`src/hdl/ncr_pkg.sv`:
```
// Shared types and constants of the NMEA command receiver with PGN filter.
package ncr_pkg;

    typedef enum logic [1:0] {
        OP_BYTE       = 2'd0,
        OP_QUERY      = 2'd1,
        OP_CONNECT    = 2'd2,
        OP_DISCONNECT = 2'd3
    } opcode_t;

    typedef enum logic [2:0] {
        EV_NONE     = 3'd0,
        EV_FILTER   = 3'd1,
        EV_UNKNOWN  = 3'd2,
        EV_UNRECOG  = 3'd3,
        EV_CHECKSUM = 3'd4,
        EV_QUERY    = 3'd5
    } event_t;

    typedef enum logic [1:0] {
        LINK_OFF      = 2'd0,
        LINK_PLAIN    = 2'd1,
        LINK_FILTERED = 2'd2
    } link_t;

    typedef enum logic [2:0] {
        CS_SCAN = 3'd0,
        CS_STAR = 3'd1,
        CS_ONE  = 3'd2,
        CS_TWO  = 3'd3,
        CS_DEAD = 3'd4
    } cs_phase_t;

    typedef enum logic [2:0] {
        NUM_IDLE = 3'd0,
        NUM_LEAD = 3'd1,
        NUM_POS  = 3'd2,
        NUM_NEG  = 3'd3,
        NUM_DONE = 3'd4
    } num_phase_t;

    localparam int PREFIX_LEN = 7;
    localparam logic [3:0] PREFIX_BAD = 4'd8;

    localparam logic [7:0] CH_STAR   = 8'h2A;
    localparam logic [7:0] CH_DOLLAR = 8'h24;
    localparam logic [7:0] CH_COMMA  = 8'h2C;
    localparam logic [7:0] CH_NL     = 8'h0A;
    localparam logic [7:0] CH_SPACE  = 8'h20;
    localparam logic [7:0] CH_PLUS   = 8'h2B;
    localparam logic [7:0] CH_MINUS  = 8'h2D;
    localparam logic [7:0] CH_ZERO   = 8'h30;
    localparam logic [7:0] CH_NINE   = 8'h39;
    localparam logic [7:0] CH_LOW    = 8'd32;
    localparam logic [7:0] CH_HIGH   = 8'd126;

    localparam logic [31:0] CMD_LOAD_FILTER = 32'd1;

    // filter load broadcast from the front end to the cell row
    typedef struct packed {
        logic        load;
        logic [31:0] value;
        logic        valid;
    } ncr_load_t;

    function automatic logic [7:0] prefix_char(input logic [2:0] idx);
        logic [7:0] c;
        unique case (idx)
            3'd0: c = 8'h24;
            3'd1: c = 8'h50;
            3'd2: c = 8'h43;
            3'd3: c = 8'h44;
            3'd4: c = 8'h43;
            3'd5: c = 8'h4D;
            3'd6: c = 8'h2C;
            default: c = 8'h00;
        endcase
        return c;
    endfunction

    function automatic logic [7:0] hex_up(input logic [3:0] n);
        return (n < 4'd10) ? (8'h30 + {4'd0, n}) : (8'h37 + {4'd0, n});
    endfunction

endpackage

```
`src/hdl/ncr_field_cell.sv`:
```
// One field cell: parses the decimal value of one comma-led field.
module ncr_field_cell (
    input  logic        aclk,
    input  logic        clear,
    input  logic        start,
    input  logic        active,
    input  logic        feed,
    input  logic [7:0]  c,
    input  ncr_pkg::num_phase_t phase,
    input  logic [31:0] value_in,
    output logic [31:0] value_out
);
    import ncr_pkg::*;

    logic [31:0] value_reg;
    logic [31:0] value_next;
    logic [31:0] times_ten;
    logic [31:0] digit;

    assign times_ten = {value_reg[28:0], 3'b000} + {value_reg[30:0], 1'b0};
    assign digit = {28'd0, c[3:0] - CH_ZERO[3:0]};

    always_comb begin
        value_next = value_reg;
        if (clear) begin
            value_next = value_reg;
        end else if (start) begin
            value_next = 32'd0;
        end else if (active && feed && c >= CH_ZERO && c <= CH_NINE &&
                     (phase == NUM_LEAD || phase == NUM_POS || phase == NUM_NEG)) begin
            value_next = (phase == NUM_NEG) ? times_ten - digit : times_ten + digit;
        end
    end

    always_ff @(posedge aclk) begin
        value_reg <= value_next;
    end

    // value_in is unused; value_out always carries this cell's own value_reg
    assign value_out = value_reg ^ (value_in & 32'd0);
endmodule

```
`src/hdl/ncr_filter_cell.sv`:
```
// One filter cell: holds an entry, takes its load from the top level, ORs matches.
module ncr_filter_cell (
    input  logic        aclk,
    input  logic        aresetn,
    input  ncr_pkg::ncr_load_t load_in,
    input  logic [31:0] pgn,
    input  logic        hit_in,
    output logic        hit_out
);
    import ncr_pkg::*;

    logic [31:0] value_reg;
    logic        valid_reg;

    always_ff @(posedge aclk) begin
        if (!aresetn) begin
            value_reg <= 32'd0;
            valid_reg <= 1'b0;
        end else if (load_in.load) begin
            value_reg <= load_in.value;
            valid_reg <= load_in.valid;
        end
    end

    assign hit_out = hit_in | (valid_reg && value_reg == pgn);
endmodule

```
`src/hdl/nmea_command_receiver_pgn_filter.sv`:
```
// Top level: NMEA command line receiver, checksum check and PGN filter.
// Each accepted item's result is registered in the output register, or in the skid buffer
// while the output stalls; one item per cycle is sustained while m_axis_tready is high.
// The line is checked as bytes stream in, with a row of MAX_FIELDS field cells each parsing
// one decimal field and a row of FILTER_ENTRIES filter cells that compare a query PGN in
// parallel. The one-entry skid buffer makes s_axis_tready drop only while two results wait.
module nmea_command_receiver_pgn_filter #(
    parameter int LINE_MAX       = 256,
    parameter int FILTER_ENTRIES = 8,
    parameter int MAX_FIELDS     = 10
) (
    input  logic        aclk,
    input  logic        aresetn,
    input  logic        s_axis_tvalid,
    output logic        s_axis_tready,
    // opcode[1:0], rx_byte[9:2], pgn[41:10], zero fill
    input  logic [47:0] s_axis_tdata,
    output logic        m_axis_tvalid,
    input  logic        m_axis_tready,
    // event_res[2:0], match[3], link_state[5:4], good_lines[37:6],
    // bad_commands[69:38], checksum_errors[101:70], zero fill
    output logic [103:0] m_axis_tdata
);
    import ncr_pkg::*;

    localparam int LEN_W = $clog2(LINE_MAX);
    localparam int FC_W  = $clog2(MAX_FIELDS + 1);
    localparam int FN_W  = $clog2(FILTER_ENTRIES + 1);
    localparam logic [LEN_W-1:0] LEN_LIMIT = LEN_W'(LINE_MAX - 2);
    localparam logic [FC_W-1:0]  FC_MAX    = FC_W'(MAX_FIELDS);

    logic [1:0]  in_op;
    logic [7:0]  in_c;
    logic [31:0] in_pgn;
    logic        accept;

    assign in_op  = s_axis_tdata[1:0];
    assign in_c   = s_axis_tdata[9:2];
    assign in_pgn = s_axis_tdata[41:10];

    link_t       link_reg, link_next;
    logic [LEN_W-1:0] len_reg, len_next;
    logic [7:0]  xor_reg, xor_next;
    cs_phase_t   cs_reg, cs_next;
    logic [7:0]  dig0_reg, dig0_next, dig1_reg, dig1_next;
    logic [3:0]  pre_reg, pre_next;
    logic [FC_W-1:0] fc_reg, fc_next;
    num_phase_t  num_reg, num_next;
    logic        stop_reg, stop_next;
    logic [31:0] good_reg, good_next, badc_reg, badc_next, cerr_reg, cerr_next;
    logic [FN_W-1:0] nvalid_reg, nvalid_next;
    event_t      ev;
    logic        hit;

    logic        feed, line_clear, load_filter;
    logic [MAX_FIELDS-1:0] start_vec, active_vec;
    logic [31:0] fval [MAX_FIELDS];
    logic [31:0] fchain [MAX_FIELDS+1];

    assign fchain[0] = 32'd0;
    for (genvar i = 0; i < MAX_FIELDS; i++) begin : g_field
        ncr_field_cell u_cell (
            .aclk      (aclk),
            .clear     (line_clear),
            .start     (start_vec[i]),
            .active    (active_vec[i]),
            .feed      (feed),
            .c         (in_c),
            .phase     (num_reg),
            .value_in  (fchain[i]),
            .value_out (fval[i])
        );
        assign fchain[i+1] = fval[i];
    end

    ncr_load_t   lds [FILTER_ENTRIES];
    logic        hchain [FILTER_ENTRIES+1];
    assign hchain[0] = 1'b0;
    for (genvar j = 0; j < FILTER_ENTRIES; j++) begin : g_filt
        always_comb begin
            lds[j].load  = load_filter;
            lds[j].valid = (FN_W'(j) < nvalid_next);
            lds[j].value = 32'd0;
            if (j + 1 < MAX_FIELDS && lds[j].valid) begin
                lds[j].value = fval[(j + 1 < MAX_FIELDS) ? j + 1 : 0];
            end
        end
        ncr_filter_cell u_filt (
            .aclk    (aclk),
            .aresetn (aresetn),
            .load_in (lds[j]),
            .pgn     (in_pgn),
            .hit_in  (hchain[j]),
            .hit_out (hchain[j+1])
        );
    end

    always_comb begin
        logic        ok, is_digit, consumed;
        logic [FC_W-1:0] k;
        logic [FC_W-1:0] n;
        link_next = link_reg; len_next = len_reg; xor_next = xor_reg; cs_next = cs_reg;
        dig0_next = dig0_reg; dig1_next = dig1_reg; pre_next = pre_reg; fc_next = fc_reg;
        num_next = num_reg; stop_next = stop_reg; good_next = good_reg; badc_next = badc_reg;
        cerr_next = cerr_reg; nvalid_next = nvalid_reg;
        ev = EV_NONE; hit = 1'b0; feed = 1'b0; line_clear = 1'b0; load_filter = 1'b0;
        start_vec = '0; active_vec = '0;
        ok = 1'b0; consumed = 1'b0; n = '0;
        is_digit = in_c >= CH_ZERO && in_c <= CH_NINE;
        k = (fc_reg > 0) ? fc_reg - 1'b1 : '0;
        if (accept) begin
            unique case (opcode_t'(in_op))
                OP_BYTE: begin
                    if (link_reg != LINK_OFF) begin
                        if (in_c == CH_NL) begin
                            ok = cs_reg == CS_TWO && dig0_reg == hex_up(xor_reg[7:4])
                                 && dig1_reg == hex_up(xor_reg[3:0]);
                            if (!ok) begin
                                cerr_next = cerr_reg + 1'b1;
                                ev = EV_CHECKSUM;
                            end else begin
                                good_next = good_reg + 1'b1;
                                if (pre_reg == 4'(PREFIX_LEN)) begin
                                    link_next = LINK_FILTERED;
                                    if (fc_reg > 0) begin
                                        if (fval[0] == CMD_LOAD_FILTER) begin
                                            n = fc_reg - 1'b1;
                                            if (32'(n) > FILTER_ENTRIES) begin
                                                n = FC_W'(FILTER_ENTRIES);
                                            end
                                            nvalid_next = FN_W'(n);
                                            load_filter = 1'b1;
                                            ev = EV_FILTER;
                                        end else begin
                                            badc_next = badc_reg + 1'b1;
                                            ev = EV_UNKNOWN;
                                        end
                                    end
                                end else begin
                                    badc_next = badc_reg + 1'b1;
                                    ev = EV_UNRECOG;
                                end
                            end
                            line_clear = 1'b1;
                        end else if (in_c >= CH_LOW && in_c <= CH_HIGH && len_reg < LEN_LIMIT) begin
                            if (32'(pre_reg) == 32'(len_reg) && 32'(len_reg) < PREFIX_LEN) begin
                                pre_next = (prefix_char(len_reg[2:0]) == in_c) ?
                                           pre_reg + 1'b1 : PREFIX_BAD;
                            end
                            if (len_reg != '0) begin
                                unique case (cs_reg)
                                    CS_SCAN: begin
                                        if (in_c == CH_STAR) cs_next = CS_STAR;
                                        else if (in_c == CH_DOLLAR) cs_next = CS_DEAD;
                                        else xor_next = xor_reg ^ in_c;
                                    end
                                    CS_STAR: begin dig0_next = in_c; cs_next = CS_ONE; end
                                    CS_ONE:  begin dig1_next = in_c; cs_next = CS_TWO; end
                                    default: cs_next = CS_DEAD;
                                endcase
                                if (fc_reg > 0 && k < FC_MAX && num_reg != NUM_IDLE
                                    && num_reg != NUM_DONE) begin
                                    if (is_digit) begin
                                        feed = 1'b1;
                                        active_vec[k[$clog2(MAX_FIELDS)-1:0]] = 1'b1;
                                        if (num_reg == NUM_LEAD) num_next = NUM_POS;
                                        consumed = 1'b1;
                                    end else if (num_reg == NUM_LEAD && in_c == CH_SPACE) begin
                                        consumed = 1'b1;
                                    end else if (num_reg == NUM_LEAD && in_c == CH_PLUS) begin
                                        num_next = NUM_POS; consumed = 1'b1;
                                    end else if (num_reg == NUM_LEAD && in_c == CH_MINUS) begin
                                        num_next = NUM_NEG; consumed = 1'b1;
                                    end else begin
                                        num_next = NUM_DONE;
                                    end
                                end
                                if (!consumed && !stop_reg) begin
                                    if (in_c == CH_DOLLAR) begin
                                        stop_next = 1'b1;
                                    end else if (in_c == CH_COMMA && fc_reg < FC_MAX) begin
                                        start_vec[fc_reg[$clog2(MAX_FIELDS)-1:0]] = 1'b1;
                                        fc_next = fc_reg + 1'b1;
                                        num_next = NUM_LEAD;
                                        if (fc_reg + 1'b1 >= FC_MAX) stop_next = 1'b1;
                                    end
                                end
                            end
                            len_next = len_reg + 1'b1;
                        end
                    end
                end
                OP_QUERY: begin
                    ev = EV_QUERY;
                    hit = (link_reg == LINK_FILTERED) && hchain[FILTER_ENTRIES];
                end
                OP_CONNECT: begin
                    if (link_reg == LINK_OFF) begin
                        link_next = LINK_PLAIN;
                        good_next = '0; badc_next = '0; cerr_next = '0;
                        line_clear = 1'b1;
                    end
                end
                default: link_next = LINK_OFF;
            endcase
            if (line_clear) begin
                len_next = '0; xor_next = '0; cs_next = CS_SCAN; pre_next = '0;
                fc_next = '0; num_next = NUM_IDLE; stop_next = 1'b0;
            end
        end
    end

    always_ff @(posedge aclk) begin
        if (!aresetn) begin
            link_reg <= LINK_OFF; len_reg <= '0; xor_reg <= '0; cs_reg <= CS_SCAN;
            pre_reg <= '0; fc_reg <= '0; num_reg <= NUM_IDLE; stop_reg <= 1'b0;
            good_reg <= '0; badc_reg <= '0; cerr_reg <= '0; nvalid_reg <= '0;
        end else begin
            link_reg <= link_next; len_reg <= len_next; xor_reg <= xor_next;
            cs_reg <= cs_next; pre_reg <= pre_next; fc_reg <= fc_next;
            num_reg <= num_next; stop_reg <= stop_next; good_reg <= good_next;
            badc_reg <= badc_next; cerr_reg <= cerr_next; nvalid_reg <= nvalid_next;
        end
        dig0_reg <= dig0_next;
        dig1_reg <= dig1_next;
    end

    logic [103:0] res_word;
    assign res_word = {2'b00, cerr_next, badc_next, good_next, link_next, hit, ev};

    logic         out_valid_reg, skid_valid_reg;
    logic [103:0] out_data_reg, skid_data_reg;

    assign s_axis_tready = !skid_valid_reg;
    assign accept = s_axis_tvalid && s_axis_tready;
    assign m_axis_tvalid = out_valid_reg;
    assign m_axis_tdata = out_data_reg;

    always_ff @(posedge aclk) begin
        if (!aresetn) begin
            out_valid_reg  <= 1'b0;
            skid_valid_reg <= 1'b0;
        end else begin
            if (!out_valid_reg || m_axis_tready) begin
                if (skid_valid_reg) begin
                    out_valid_reg  <= 1'b1;
                    out_data_reg   <= skid_data_reg;
                    skid_valid_reg <= accept;
                    skid_data_reg  <= res_word;
                end else begin
                    out_valid_reg <= accept;
                    out_data_reg  <= res_word;
                end
            end else if (accept) begin
                skid_valid_reg <= 1'b1;
                skid_data_reg  <= res_word;
            end
        end
    end

    assert property (@(posedge aclk) disable iff (!aresetn)
        skid_valid_reg |-> out_valid_reg)
        else $error("skid holds an item while output is empty");
    assert property (@(posedge aclk) disable iff (!aresetn)
        32'(nvalid_reg) <= FILTER_ENTRIES)
        else $error("filter count out of range");
    assert property (@(posedge aclk) disable iff (!aresetn)
        32'(fc_reg) <= MAX_FIELDS)
        else $error("field count out of range");
    assert property (@(posedge aclk) disable iff (!aresetn)
        (out_valid_reg && !m_axis_tready) |=> out_valid_reg && $stable(out_data_reg))
        else $error("stalled result changed");
endmodule
```
`config.mk`:
```
export PLATFORM = sky130hd
export DESIGN_NAME = nmea_command_receiver_pgn_filter
export DESIGN_NICKNAME = d
export VERILOG_FILES = /design/src/hdl/ncr_pkg.sv /design/src/hdl/ncr_field_cell.sv /design/src/hdl/ncr_filter_cell.sv /design/src/hdl/nmea_command_receiver_pgn_filter.sv
export SDC_FILE = /design/constraint.sdc
export NUM_CORES = 2
export LEC_CHECK = 0
export BUFFER_PORTS_ARGS = -buffer_cell sky130_fd_sc_hd__buf_2
export CAP_MARGIN = 0
export CELL_PAD_IN_SITES_DETAIL_PLACEMENT = 0
export CELL_PAD_IN_SITES_GLOBAL_PLACEMENT = 1
export CORE_UTILIZATION = 50
export CTS_CLUSTER_SIZE = 8
export DETAILED_ROUTE_END_ITERATION = 12
export PLACE_DENSITY_LB_ADDON = 0.05
export SLEW_MARGIN = 20
export SYNTH_ARGS = -nofsm -noshare
export SYNTH_HDL_FRONTEND = slang
export SYNTH_SLANG_ARGS = --single-unit
```
`constraint.sdc`:
```
create_clock -name aclk -period 8.35 [get_ports aclk]
set_clock_uncertainty 0.1 [all_clocks]
set_input_delay 2.0875 -clock aclk [delete_from_list [all_inputs] [get_ports aclk]]
set_output_delay 2.0875 -clock aclk [all_outputs]
set_load 0.02 [all_outputs]
```
==> key figures <==
CTS
  – Post-CTS sizing: 0
  – Clk root buf: clkbuf_16
  – Clock-pin slew on the worst setup and hold paths: approximately 0.050 ns
  – # H-tree levels: 4
  – CTS Buf Count: 132
  – Clk sinks: ~900
  – CTS tree: done
  – Hold buffer count at cts: 0
  – Clock latency on the worst-skew pair: 0.78 ns
  – Post-CTS setup buffer count: 0
  – Maximum clock insertion buffer count: 3

Hold path
  – Hold Crit Class: flop to flop

Yosys
  – Synth Flop Type: edfxtp_1
  – Post-synthesis sequential area ratio: 35.9%
  – Synthesized flop and latch total: 904
  – Async SR Flop Fraction: 0%
  – Avg Cell Area, Syn: around 9 sq um
  – Synth Warn #: 0
  – Cells after synthesis: 7,243
  – Number of synthesized flops with an enable pin: a little over 500
  – Synth unique cells: 120
  – Synthesized cell area: between 60,000 and 70,000 sq um

Placed design
  – Gp weighted congestion: between 0.8 and 0.9
  – Port buffer count: roughly 150
  – Placed Cells: 8,794
  – DP HPWL: between 100,000 and 150,000 microns
  – Cell Area, Placed: 66,900 sq um

Cells and area
  – Area Overhead vs Synth: 9.58%
  – Cell area after layout: slightly above 70,000 sq um
  – Max reg flops: 288
  – Fill cell total of the finished layout: 11,700
  – Fraction of layout cells with a size suffix above 1: approximately 8.4%
  – Most frequent cells in the layout: 603 x nor2_1, 536 x nand2_1, 508 x edfxtp_1
  – Nets@finish: roughly 7,700
  – Fin cells: ~9,000
  – Most common cell after layout, fill and taps aside: nor2_1

Global routing
  – GRT Total Usage: a little under a third
  – First-pass GRT wire length: between 300,000 and 400,000 microns
  – Vias in the first global route: between 50,000 and 60,000
  – Largest net degree at the start of global routing: 201
  – Number of antenna violations at the first check in global routing: 12
  – GRT overflow: 0

Setup path
  – Startpoint types: input pin
  – Crit. End Element: flop
  – Cell family with most CP delay: simple AND/OR/NAND/NOR gates
  – Worst path most repeated cell: nor3_1
  – CP max-delay cell: clkinv_1
  – Largest stage delay on the critical path: 0.85 ns
  – WP data arrival: 6.94 ns
  – Worst Path Buf+Inv: 4
  – CP Cell Sequence: buf_2 > clkinv_1 > buf_4 > ha_1 > inv_1 > a21oi_1 > o21bai_1 > nand3_1 > nor3_1 > nand4_1 > nor3_1 > nor4b_1 > a22oi_1 > xnor2_1 > and2_1
  – CP required: 8.78 ns
  – Crit Path Max Fanout: 14
  – CP Class: input pin to flop

Drt
  – Wire length per cell: around 22 microns
  – DRC: 0
  – Vias per inst: 6.20
  – DR iter-0 viols: roughly 5,000
  – Detail Route Antenna Nets: 0
  – Vias: between 50,000 and 60,000
  – TritonRoute pass-1 iters: 6
  – Drt total wl: between 200,000 and 250,000 microns

Floorplan
  – Site Rows: about 130
  – Core area: 128,000 sq um
  – # IOs: 158
  – Die height: roughly 360 microns
  – Die area: between 100,000 and 150,000 sq um
  – Die Wd: ~360 microns
  – Initial Util: roughly half

Timing
  – RSZ-0062 raised after global routing: no
  – Peak Freq: 154 MHz
  – Final worst-path cycle share: 78.0%
  – Setup-failing EPs final: 0
  – Final hold violation count: 0
  – Worst slew margin: between 20% and 30%
  – Final-report max-slew violation count: 0
  – Worst Max-Slew Pin Slew: 1.10 ns
  – Post-Route Setup TNS: 0 ns
  – Fin Hold WS: 0.363 ns
  – Tmin final: ~6.5 ns

Power
  – Clock power share: 49.5%
  – Internal power: 0.00789 W
  – Comb pwr share: just under 5%
  – Worst vdd ir: just under 0.2 mV
  – Sw Share: a little under a quarter
  – Lkg Pwr: ~26 nW
  – Pwr Density: ~150 nW/um^2
  – P_sw: 0.00249 W
  – Total Power: 0.0104 W
  – Seq pwr share: ~46%

Outcome
  – Status: finished, final reports clean

Flow run
  – # Max-Cap Violations: 0
## routing by layer
metal / up-vias / global-route usage [%] / part of all wire (%)
met5: - / 0 / 0.033
met4: 12 / 10.1 / 3.0
met3: 307 / 3.98 / 6.0
met2: 1578 / 48.8 / 46
met1: 27000 / 41.1 / 45
li1: 27000 / - / -
## Yosys cell counts (all sizes together), types with 150 or more instances
master    n  area [sq um]
clkbuf  281          1060
inv     179           672
dfxtp   396          7930
nand3   296          1500
ha      333          4170
nand4   158           988
a21o    150          1130
nor2    612          2310
o21ai   352          1770
a21oi   373          1880
and2    176          1100
nand2   539          2020
edfxtp  508         15300
xnor2   490          4290
nor2b   165          1030
nor3    213          1110
xor2    211          1860
## worst register-to-register path: stages (launching register included)
cell      delay [ns]
edfxtp_1        0.47
ha_1            0.27
fa_1            0.42
a21o_1          0.22
a211oi_2        0.33
o21ai_1         0.26
and4_1          0.27
nor3_1          0.73
nand4_1         0.35
nor4_2          0.39
nor3b_2         0.28
nand3_1         0.15
o32ai_1         0.35
mux2_2          0.37
## cell families after synthesis
family                   count (synthesis)  share of synthesized area (%)
flip-flops                             904                           35.9
AND/OR/NAND/NOR                       2766                           22.3
adder cells (fa/ha/maj)                360                           7.28
XOR/XNOR                               701                           9.51
AO/OA/AOI/OAI                         1858                           19.7
buffers and inverters                  515                           3.09
other                                    1                        0.00580
multiplexers                           138                           2.33
## path summary, 6_finish.rpt
check	start	slack (ns)	depth (start not counted)	endpoint
min reg2reg	g_field[5].u_cell.value_out[31]$_SDFFCE_PP0P_	0.36	1	g_filt[4].u_filt.value_reg[31]$_SDFFE_PN0P_
max	s_axis_tdata[4]	1.84	15	g_field[1].u_cell.value_out[24]$_SDFFCE_PP0P_
min	g_field[5].u_cell.value_out[31]$_SDFFCE_PP0P_	0.36	1	g_filt[4].u_filt.value_reg[31]$_SDFFE_PN0P_
max reg2reg	g_field[8].u_cell.value_out[0]$_SDFFCE_PP0P_	3.14	13	g_field[8].u_cell.value_out[29]$_SDFFCE_PP0P_
## per-stage QoR
| step | utilization [%] | setup slack, ns |
|---|---|---|
| CTS | 55.4 | 1.92 |
| detailed placement | 52.3 | 1.12 |
| global route | 55.4 | 1.49 |
| finish | 55.4 | 1.84 |
| global placement | 52.3 | 1.12 |
| floorplan | - | 0.914 |
## cell type report
type | instances | area (sq um) | area share (%)
tap | 1662 | 2080 | 2.94
clock inverter | 14 | 230 | 0.325
antenna | 7 | 17.5 | 0.0247
clock buffer | 220 | 3670 | 5.19
inverter | 180 | 678 | 0.957
sequential | 904 | 23200 | 32.7
multi-input combinational | 5825 | 39600 | 55.9
timing repair buffer | 224 | 1350 | 1.91
## power by group through the flow
| stage | clock network, W | logic (W) | registers, W |
|---|---|---|---|
| 2_1_floorplan | 0 | 0.000266 | 0.00486 |
| 3_3_place_gp | 0 | 0.000494 | 0.00483 |
| 3_5_place_dp | 0 | 0.000497 | 0.00483 |
| 4_1_cts | 0.00521 | 0.000499 | 0.00474 |
| 5_1_grt | 0.00541 | 0.000533 | 0.00474 |
| 6_report | 0.00514 | 0.000504 | 0.00474 |
Power figures use the tool's default switching activity.
